<file path="config.mk">
export PLATFORM = sky130hd
export DESIGN_NAME = fpss_eval
export DESIGN_NICKNAME = d
export VERILOG_FILES = /design/src/design/fpss_pkg.sv /design/src/design/fpss_eval.sv
export SDC_FILE = /design/constraint.sdc
export NUM_CORES = 1
export LEC_CHECK = 0
export BUFFER_PORTS_ARGS = -buffer_cell sky130_fd_sc_hd__buf_2
export CORE_AREA = 3 3 274 276
export DETAILED_ROUTE_END_ITERATION = 8
export DIE_AREA = 0 0 277 279
export PLACE_DENSITY = 0.9
export SYNTH_ARGS = -nofsm -noshare
export SYNTH_HDL_FRONTEND = slang
export SYNTH_SLANG_ARGS = --single-unit
</file>
<file path="constraint.sdc">
create_clock -name clock -period 23 [get_ports clock]
set_input_delay 3.45 -clock clock [delete_from_list [all_inputs] [get_ports clock]]
set_output_delay 3.45 -clock clock [all_outputs]
set_load 0.02 [all_outputs]
</file>
<file path="src/design/fpss_pkg.sv">
`default_nettype none

package fpss_pkg;

   // Field and storage widths
   localparam int VAL_W     = 48;
   localparam int THR_W     = 47;
   localparam int SIZE_W    = 9;
   localparam int SWEEP_W   = 16;
   localparam int CSR_IDX_W = 3;
   localparam int MAX_COLS  = 256;
   localparam int MAX_ROWS  = 256;
   localparam int MIN_SIZE  = 3;
   localparam int POS_W     = $clog2(MAX_COLS);

   // Register indexes on the csr port
   localparam logic [CSR_IDX_W-1:0] REG_ROWS      = 3'd0;
   localparam logic [CSR_IDX_W-1:0] REG_COLS      = 3'd1;
   localparam logic [CSR_IDX_W-1:0] REG_THRESHOLD = 3'd2;
   localparam logic [CSR_IDX_W-1:0] REG_FIRST_ROW = 3'd3;
   localparam logic [CSR_IDX_W-1:0] REG_LAST_ROW  = 3'd4;
   localparam logic [CSR_IDX_W-1:0] REG_FIRST_COL = 3'd5;
   localparam logic [CSR_IDX_W-1:0] REG_LAST_COL  = 3'd6;

   typedef logic signed [VAL_W-1:0] value_type;
   typedef logic [POS_W-1:0]        pos_type;

   // Register reset values
   localparam logic [SIZE_W-1:0] ROWS_RESET      = 9'd256;
   localparam logic [SIZE_W-1:0] COLS_RESET      = 9'd200;
   localparam logic [THR_W-1:0]  THRESHOLD_RESET = 47'd655;
   localparam value_type         FIRST_ROW_RESET = 48'sd655360;
   localparam value_type         LAST_ROW_RESET  = 48'sd327680;
   localparam value_type         FIRST_COL_RESET = 48'sd1012531;
   localparam value_type         LAST_COL_RESET  = -48'sd439091;

   // Bounds of the 48-bit range, held in a 50-bit word
   localparam logic signed [VAL_W+1:0] WIDE_MAX = {3'b000, {(VAL_W-1){1'b1}}};
   localparam logic signed [VAL_W+1:0] WIDE_MIN = {3'b111, {(VAL_W-1){1'b0}}};

   // Decoded configuration seen by the datapath
   typedef struct packed {
      pos_type           rows_last;
      pos_type           cols_last;
      logic [THR_W-1:0]  threshold;
      value_type         first_row_edge;
      value_type         last_row_edge;
      value_type         first_col_edge;
      value_type         last_col_edge;
   } cfg_type;

   // Tags that travel with a finished cell
   typedef struct packed {
      logic [SWEEP_W-1:0] sweep;
      pos_type            row;
      pos_type            col;
      logic               last_of_run;
      logic               end_of_sweep;
   } meta_type;

   // One cell to finish: its four neighbours and its own value
   typedef struct packed {
      value_type up;
      value_type down;
      value_type left;
      value_type right;
      value_type old;
      meta_type  meta;
   } job_type;

   // Clip a wide sum to the signed 48-bit range
   function automatic value_type sat_value(input logic signed [VAL_W+1:0] x);
      value_type res;
      if (x > WIDE_MAX) begin
         res = {1'b0, {(VAL_W-1){1'b1}}};
      end else if (x < WIDE_MIN) begin
         res = {1'b1, {(VAL_W-1){1'b0}}};
      end else begin
         res = x[VAL_W-1:0];
      end
      return res;
   endfunction

endpackage

`default_nettype wire

</file>
<file path="src/design/fpss_eval.sv">
`default_nettype none

module fpss_eval (
   input  wire logic                        clock,
   input  wire logic                        reset,
   input  wire logic [fpss_pkg::THR_W-1:0]  threshold,
   input  wire logic                        job_valid,
   output logic                             job_ready,
   input  wire fpss_pkg::job_type           job,
   output logic                             rsp_valid,
   input  wire logic                        rsp_stall,
   output fpss_pkg::meta_type               rsp_meta,
   output fpss_pkg::value_type              rsp_old_value,
   output fpss_pkg::value_type              rsp_stencil_value,
   output fpss_pkg::value_type              rsp_new_value,
   output logic                             rsp_near_match
);

   localparam int VW = fpss_pkg::VAL_W;

   logic e1_valid_ff, e2_valid_ff, e3_valid_ff, out_valid_ff;
   logic e2_ready, e3_ready, out_ready;

   // Pair sums
   logic signed [VW:0]  e1_ud_ff, e1_lr_ff, ud_in, lr_in;
   fpss_pkg::value_type e1_old_ff;
   fpss_pkg::meta_type  e1_meta_ff;

   // Stencil value
   logic signed [VW+1:0] total;
   fpss_pkg::value_type  e2_stencil_ff, e2_old_ff, stencil_in;
   fpss_pkg::meta_type   e2_meta_ff;

   // Relaxed value and magnitudes
   fpss_pkg::value_type  e3_stencil_ff, e3_old_ff, e3_new_ff, new_in, old_half, st_half;
   logic signed [VW:0]   half_sum;
   logic [VW-1:0]        e3_abs_st_ff, e3_abs_old_ff, abs_st_in, abs_old_in;
   fpss_pkg::meta_type   e3_meta_ff;

   // Output register
   fpss_pkg::value_type  out_stencil_ff, out_old_ff, out_new_ff;
   fpss_pkg::meta_type   out_meta_ff;
   logic                 out_near_ff, near_in;
   logic signed [VW:0]   diff_a, diff_b, thr_wide;

   // Stage flow: a stage takes new data when empty or when it moves on
   assign out_ready = !out_valid_ff || !rsp_stall;
   assign e3_ready  = !e3_valid_ff || out_ready;
   assign e2_ready  = !e2_valid_ff || e3_ready;
   assign job_ready = !e1_valid_ff || e2_ready;

   always_ff @(posedge clock) begin
      if (reset) begin
         e1_valid_ff  <= 1'b0;
         e2_valid_ff  <= 1'b0;
         e3_valid_ff  <= 1'b0;
         out_valid_ff <= 1'b0;
      end else begin
         if (job_ready) begin
            e1_valid_ff <= job_valid;
         end
         if (e2_ready) begin
            e2_valid_ff <= e1_valid_ff;
         end
         if (e3_ready) begin
            e3_valid_ff <= e2_valid_ff;
         end
         if (out_ready) begin
            out_valid_ff <= e3_valid_ff;
         end
      end
   end

   // Stage 1: up+down and left+right, exact in 49 bits
   assign ud_in = $signed({job.up[VW-1], job.up}) + $signed({job.down[VW-1], job.down});
   assign lr_in = $signed({job.left[VW-1], job.left}) + $signed({job.right[VW-1], job.right});

   // Stage 2: full sum, clip, divide by four
   assign total      = $signed({e1_ud_ff[VW], e1_ud_ff}) + $signed({e1_lr_ff[VW], e1_lr_ff});
   assign stencil_in = fpss_pkg::sat_value(total) >>> 2;

   // Stage 3: old/2 + stencil/2 clipped, and both magnitudes
   assign old_half   = e2_old_ff >>> 1;
   assign st_half    = e2_stencil_ff >>> 1;
   assign half_sum   = $signed({old_half[VW-1], old_half}) + $signed({st_half[VW-1], st_half});
   assign new_in     = fpss_pkg::sat_value($signed({half_sum[VW], half_sum}));
   assign abs_st_in  = e2_stencil_ff[VW-1] ? VW'(-e2_stencil_ff) : VW'(e2_stencil_ff);
   assign abs_old_in = e2_old_ff[VW-1] ? VW'(-e2_old_ff) : VW'(e2_old_ff);

   // Stage 4: |a-b| < t is a-b < t and b-a < t
   assign diff_a   = $signed({1'b0, e3_abs_st_ff}) - $signed({1'b0, e3_abs_old_ff});
   assign diff_b   = $signed({1'b0, e3_abs_old_ff}) - $signed({1'b0, e3_abs_st_ff});
   assign thr_wide = $signed({2'b00, threshold});
   assign near_in  = (diff_a < thr_wide) && (diff_b < thr_wide);

   always_ff @(posedge clock) begin
      if (job_ready && job_valid) begin
         e1_ud_ff   <= ud_in;
         e1_lr_ff   <= lr_in;
         e1_old_ff  <= job.old;
         e1_meta_ff <= job.meta;
      end
      if (e2_ready && e1_valid_ff) begin
         e2_stencil_ff <= stencil_in;
         e2_old_ff     <= e1_old_ff;
         e2_meta_ff    <= e1_meta_ff;
      end
      if (e3_ready && e2_valid_ff) begin
         e3_stencil_ff <= e2_stencil_ff;
         e3_old_ff     <= e2_old_ff;
         e3_new_ff     <= new_in;
         e3_abs_st_ff  <= abs_st_in;
         e3_abs_old_ff <= abs_old_in;
         e3_meta_ff    <= e2_meta_ff;
      end
      if (out_ready && e3_valid_ff) begin
         out_stencil_ff <= e3_stencil_ff;
         out_old_ff     <= e3_old_ff;
         out_new_ff     <= e3_new_ff;
         out_near_ff    <= near_in;
         out_meta_ff    <= e3_meta_ff;
      end
   end

   assign rsp_valid         = out_valid_ff;
   assign rsp_meta          = out_meta_ff;
   assign rsp_old_value     = out_old_ff;
   assign rsp_stencil_value = out_stencil_ff;
   assign rsp_new_value     = out_new_ff;
   assign rsp_near_match    = out_near_ff;

endmodule

`default_nettype wire

</file>
; ---- After elaboration in Yosys (flattened, before gate mapping)
; Index checks and enable logic that the tools add are counted.
[totals]
inputBits = 325
ff_bits = 761
out_inout_bits = 181
elab_cells = 74
[classes]
n_lt_le_gt_ge = 6
addsub = 8
muxes = 5
reduce_logical = 14
[op_table]
columns = cell, n
row1 = two-way mux 48 bit, 3
row2 = adder 48 x 48 -> 49 bit, 2
row3 = less-than comparator 49 x 48 -> 1 bit, 2
row4 = subtractor 48 x 48 -> 49 bit, 2
row5 = two-way mux 47 bit, 2
row6 = adder 49 x 49 -> 50 bit, 1
row7 = greater-than comparator 50 x 48 -> 1 bit (second input constant), 1
row8 = less-than comparator 50 x 48 -> 1 bit (second input constant), 1
row9 = adder 47 x 45 -> 48 bit, 1
row10 = greater-than comparator 48 bit (second input constant), 1
row11 = less-than comparator 48 bit (second input constant), 1
row12 = negator 46 -> 48 bit, 1
row13 = negator 48 bit, 1
row14 = logical AND 1 bit, 5
row15 = logical NOT 1 bit, 5
row16 = logical OR 1 bit, 4

; ---- Depth between registers and ports, before layout
[depth]
word_depth = 6
mapped_depth = 27
ltp_nobuf = 27

; ---- Worst setup path before layout
; No wires, ideal clock.
[synth_path]
kind = in2reg
start = input rsp_stall
end = register out_meta_ff (netlist bit rsp_meta[0]), enable pin
setup_slack_ns = 5.806
t_required_ns = 22.018
path_buffers = 0
arrival_time_ns = 16.212
stages = 1
setup_ns = 0.982
path_cell_list = a21boi_0
[synth_between]
elab_chain_len = 3
[synth_rtl]
columns = element, line
row1 = "start, declared", fpss_eval.sv:11  ; input wire logic rsp_stall,
row2 = logical NOT 1 bit, fpss_eval.sv:47  ; assign out_ready = !out_valid_ff || !rsp_stall;
row3 = logical OR 1 bit, fpss_eval.sv:47
row4 = logical AND 1 bit, fpss_eval.sv:116  ; if (out_ready && e3_valid_ff) begin
row5 = "end signal, assigned", fpss_eval.sv:121  ; out_meta_ff <= e3_meta_ff;
row6 = "end, declared", fpss_eval.sv:42  ; fpss_pkg::meta_type out_meta_ff;
; No other way between the ends.
; A chain may end at the register's enable or synchronous reset.

; ---- Worst setup path in the final report
[layout_path]
start = input rsp_stall
end = output job_ready
[layout_between]
elab_chain_len = 5
[layout_rtl]
columns = element, line
row1 = logical NOT 1 bit, fpss_eval.sv:47
row2 = logical OR 1 bit, fpss_eval.sv:47
row3 = logical OR 1 bit, fpss_eval.sv:48  ; assign e3_ready = !e3_valid_ff || out_ready;
row4 = logical OR 1 bit, fpss_eval.sv:49  ; assign e2_ready = !e2_valid_ff || e3_ready;
row5 = logical OR 1 bit, fpss_eval.sv:50  ; assign job_ready = !e1_valid_ff || e2_ready;
row6 = "end, declared", fpss_eval.sv:8  ; output logic job_ready,
; No other way between the ends.

==> flow_summary.toml <==
[drt]
first_iter_violations = 2811
detailedRoute.firstPassIterationCount = 6
post_dr_vias_cell = 6.05
num_vias = 31600
route.detailed.wl_per_inst_microns = 21.6
antenna_left = 0
routed_wirelength_mm = 113
drt_drc_violations_left = 0

[synthesis]
yosys_register_bits = 759
synth.cell_area_sq_um = 42700
synthDominantCellAreaShare_pct = 53.1
yosys_warnings = 0
yosys_most_used_dff = "sky130_fd_sc_hd__edfxtp_1"
seq_area_frac_synth_pct = 53.3
yosysUniqueCellTypes = 84
asyncSetResetFlopFracSynth_pct = 0
gate_count_after_technology_mapping = 3710
syn_avg_cell_area_sq_um = 11.5
ys_top_cells_by_area = "sky130_fd_sc_hd__edfxtp_1 53%, sky130_fd_sc_hd__ha_1 11%, sky130_fd_sc_hd__xnor2_1 5.4%, sky130_fd_sc_hd__a21oi_1 4.2%, sky130_fd_sc_hd__o21ai_0 3.0%"
synth_enable_flop_cells = 755
synth_largest_area_cell = "sky130_fd_sc_hd__edfxtp_1"

[pwr]
cellPowerDensity_nw_per_um2 = 81.4
leakage_nw = 19.5
power.ir.vdd_worst_mv = 0.0623

[clocking]
post-cts-setup-buffer-count = 0
cts.repair.resized = 0
tritoncts.num_buffers = 76
clock-root-buffer = "sky130_fd_sc_hd__clkbuf_16"
tritoncts = "done"
clock_latency_ns = 0.65
clkSinkCount = 759
cts.reportedPaths.clkPinSlew_ns = 0.06
cts-root-to-sink-buffers = 3
post_cts_hold_buffer_count = 0
h_tree_level_count = 3

[layout]
register_area_sq_um = 22800
fillers = 5249
post_route_cells_drive_above_1_share_pct = 15.9
final_cell_mix = "755 x sky130_fd_sc_hd__edfxtp_1, 505 x sky130_fd_sc_hd__buf_2, 382 x sky130_fd_sc_hd__ha_1"
layout_commonest_cell = "sky130_fd_sc_hd__edfxtp_1"
finish.instance_area_sq_um = 48700
layout_stage_area_growth_over_the_synthesis_result_pct = 14.1
multi_input_comb_area_sq_um = 18600
final_net_count = 4911

[floorplan]
core_region_area_sq_um = 72800
die_area_sq_um = 77300
pin_count = 506
initial_util_pct = 58.6
rows = 99
fp.dieW_microns = 277
die_height_microns = 279

[critical_path]
critical_path.top_delay_family = "simple AND/OR/NAND/NOR gates"
worst_path_max_delay_cell = "sky130_fd_sc_hd__and3_1"
critPathCaptureType = "output port"
crit_buf_inv = 2
critical_path.max_fanout = 6
critical_path.max_stage_delay_ns = 0.47
timing_worst_setup_path_type = "primary input to output port"
crit_path_start_kind = "primary input"
cp.arrival_ns = 4.39
timing.critical_path.cells = "buf_2 -> and3_1 -> nand3_1 -> buf_2"
required_time_at_the_worst_slack_endpoint_ns = 19.55
cell_type_with_the_highest_occurrence_count_on_the_critical_path = "sky130_fd_sc_hd__buf_2"

[placement]
portBuffers = 505
placement.cell_area_sq_um = 46200
gpl.final_weighted_congestion = 0.929
detailedPlacementHpwl_mm = 85.7

[global_routing]
grt_first_pass_wirelength_mm = 172
via_count_of_the_first_global_routing_pass = 31200
grt_overflow = 0
grt_max_degree = 87
antenna_found_initial = 11
grt_util_all_layers_pct = 28.5

[worst_hold_path]
hold_path_class = "register to register"

[timing]
finalSetupTns_ns = 0
worst_slew_margin_rel_pct = 19.1
timing_worst_slew_pin_value_ns = 1.20
whs_ns = 0.398
timing.final.max_slew_violations = 0
grt_setup_unrepaired = "false"
final.setup_skew_ns = 0.0408
maxClockFrequency_mhz = 128
min_period_ns = 7.84
final.period_utilization_pct = 34.1
final_hold_viol_count = 0
report.final.setup_viol = 0

[run]
drv_cap = 0

[outcome]
outcome = "finished clean"
==> path summary, 6_finish.rpt <==
check / cells after the start / slack, ns / end / start
max reg2reg: 23 / 16.10 / rsp_near_match / e3_old_ff[0]
max: 4 / 15.16 / job_ready / rsp_stall
min reg2reg: 0 / 0.40 / rsp_stencil_value[13] / e3_stencil_ff[13]
min: 0 / 0.40 / rsp_stencil_value[13] / e3_stencil_ff[13]
==> registers in the layout (all words and copies together) (netlist names) <==
register,cells
rsp_stencil_value,46
rsp_old_value,48
e3_abs_old_ff,47
e3_new_ff,48
e2_stencil_ff,46
e2_valid_ff,1
e3_abs_st_ff,47
e1_lr_ff,49
e3_stencil_ff,46
rsp_new_value,48
e3_meta_ff,34
e3_valid_ff,1
e1_ud_ff,49
rsp_valid,1
rsp_meta,34
e1_old_ff,48
rsp_near_match,1
e1_valid_ff,1
e3_old_ff,48
e1_meta_ff,34
e2_old_ff,48
e2_meta_ff,34
==> synthesized netlist by cell type (all sizes together), types with 8 or more instances <==
master,count
or3,20
o211ai,18
inv,252
xnor2,263
nor3,46
o21bai,64
and3,28
xor2,83
edfxtp,755
or2,11
nor2b,37
a31o,8
nor4,18
a211oi,30
ha,382
o31a,8
a21o,149
o31ai,38
and2,13
nand2b,31
a2111oi,12
clkbuf,106
a221oi,9
nand4,68
a21boi,11
nor2,168
nand3,58
or4,22
o21a,32
a21oi,356
nand2,207
a31oi,35
o41ai,17
o21ai,253
==> where the power goes <==
part | switching [W] | internal (W)
Clock | 0.000545 | 0.000700
Sequential | 0.0000695 | 0.00166
Combinational | 0.000593 | 0.000401
==> cell type report <==
| type | count | area share (%) |
|---|---|---|
| Antenna cell | 6 | 0.0308 |
| Clock buffer | 85 | 3.97 |
| Clock inverter | 52 | 1.25 |
| Inverter | 252 | 1.94 |
| Multi-Input combinational cell | 2589 | 38.3 |
| Sequential cell | 759 | 46.7 |
| Tap cell | 959 | 2.46 |
| Timing Repair Buffer | 520 | 5.42 |
==> routing by layer <==
metal / track usage (%) / share of wire (%)
met1: 37.7 / 40
met2: 47.2 / 48
met3: 3.90 / 7.8
met4: 12.6 / 4.5
met5: 0 / 0.023
==> cells by family after synthesis <==
group	count (synthesis)	share of synthesized area, %
compound gates	1107	16.2
flops	759	53.3
simple gates	744	8.65
fa+ha+maj	388	11.5
buf+inv	363	3.25
xor+xnor	346	7.09
mux	2	0.0469
other cells	1	0.00878
==> metrics by stage <==
step	util, %	setup slack (ns)	instances	power, W
2_1_floorplan	-	5.81	3711	0.00247
3_3_place_gp	63.4	15.26	5079	0.00269
3_5_place_dp	63.4	15.22	5079	0.00272
4_1_cts	66.9	15.16	5216	0.00397
5_1_grt	66.9	15.11	5218	0.00416
6_report	66.9	15.16	5222	0.00397
(Power assumes the default switching activity.)
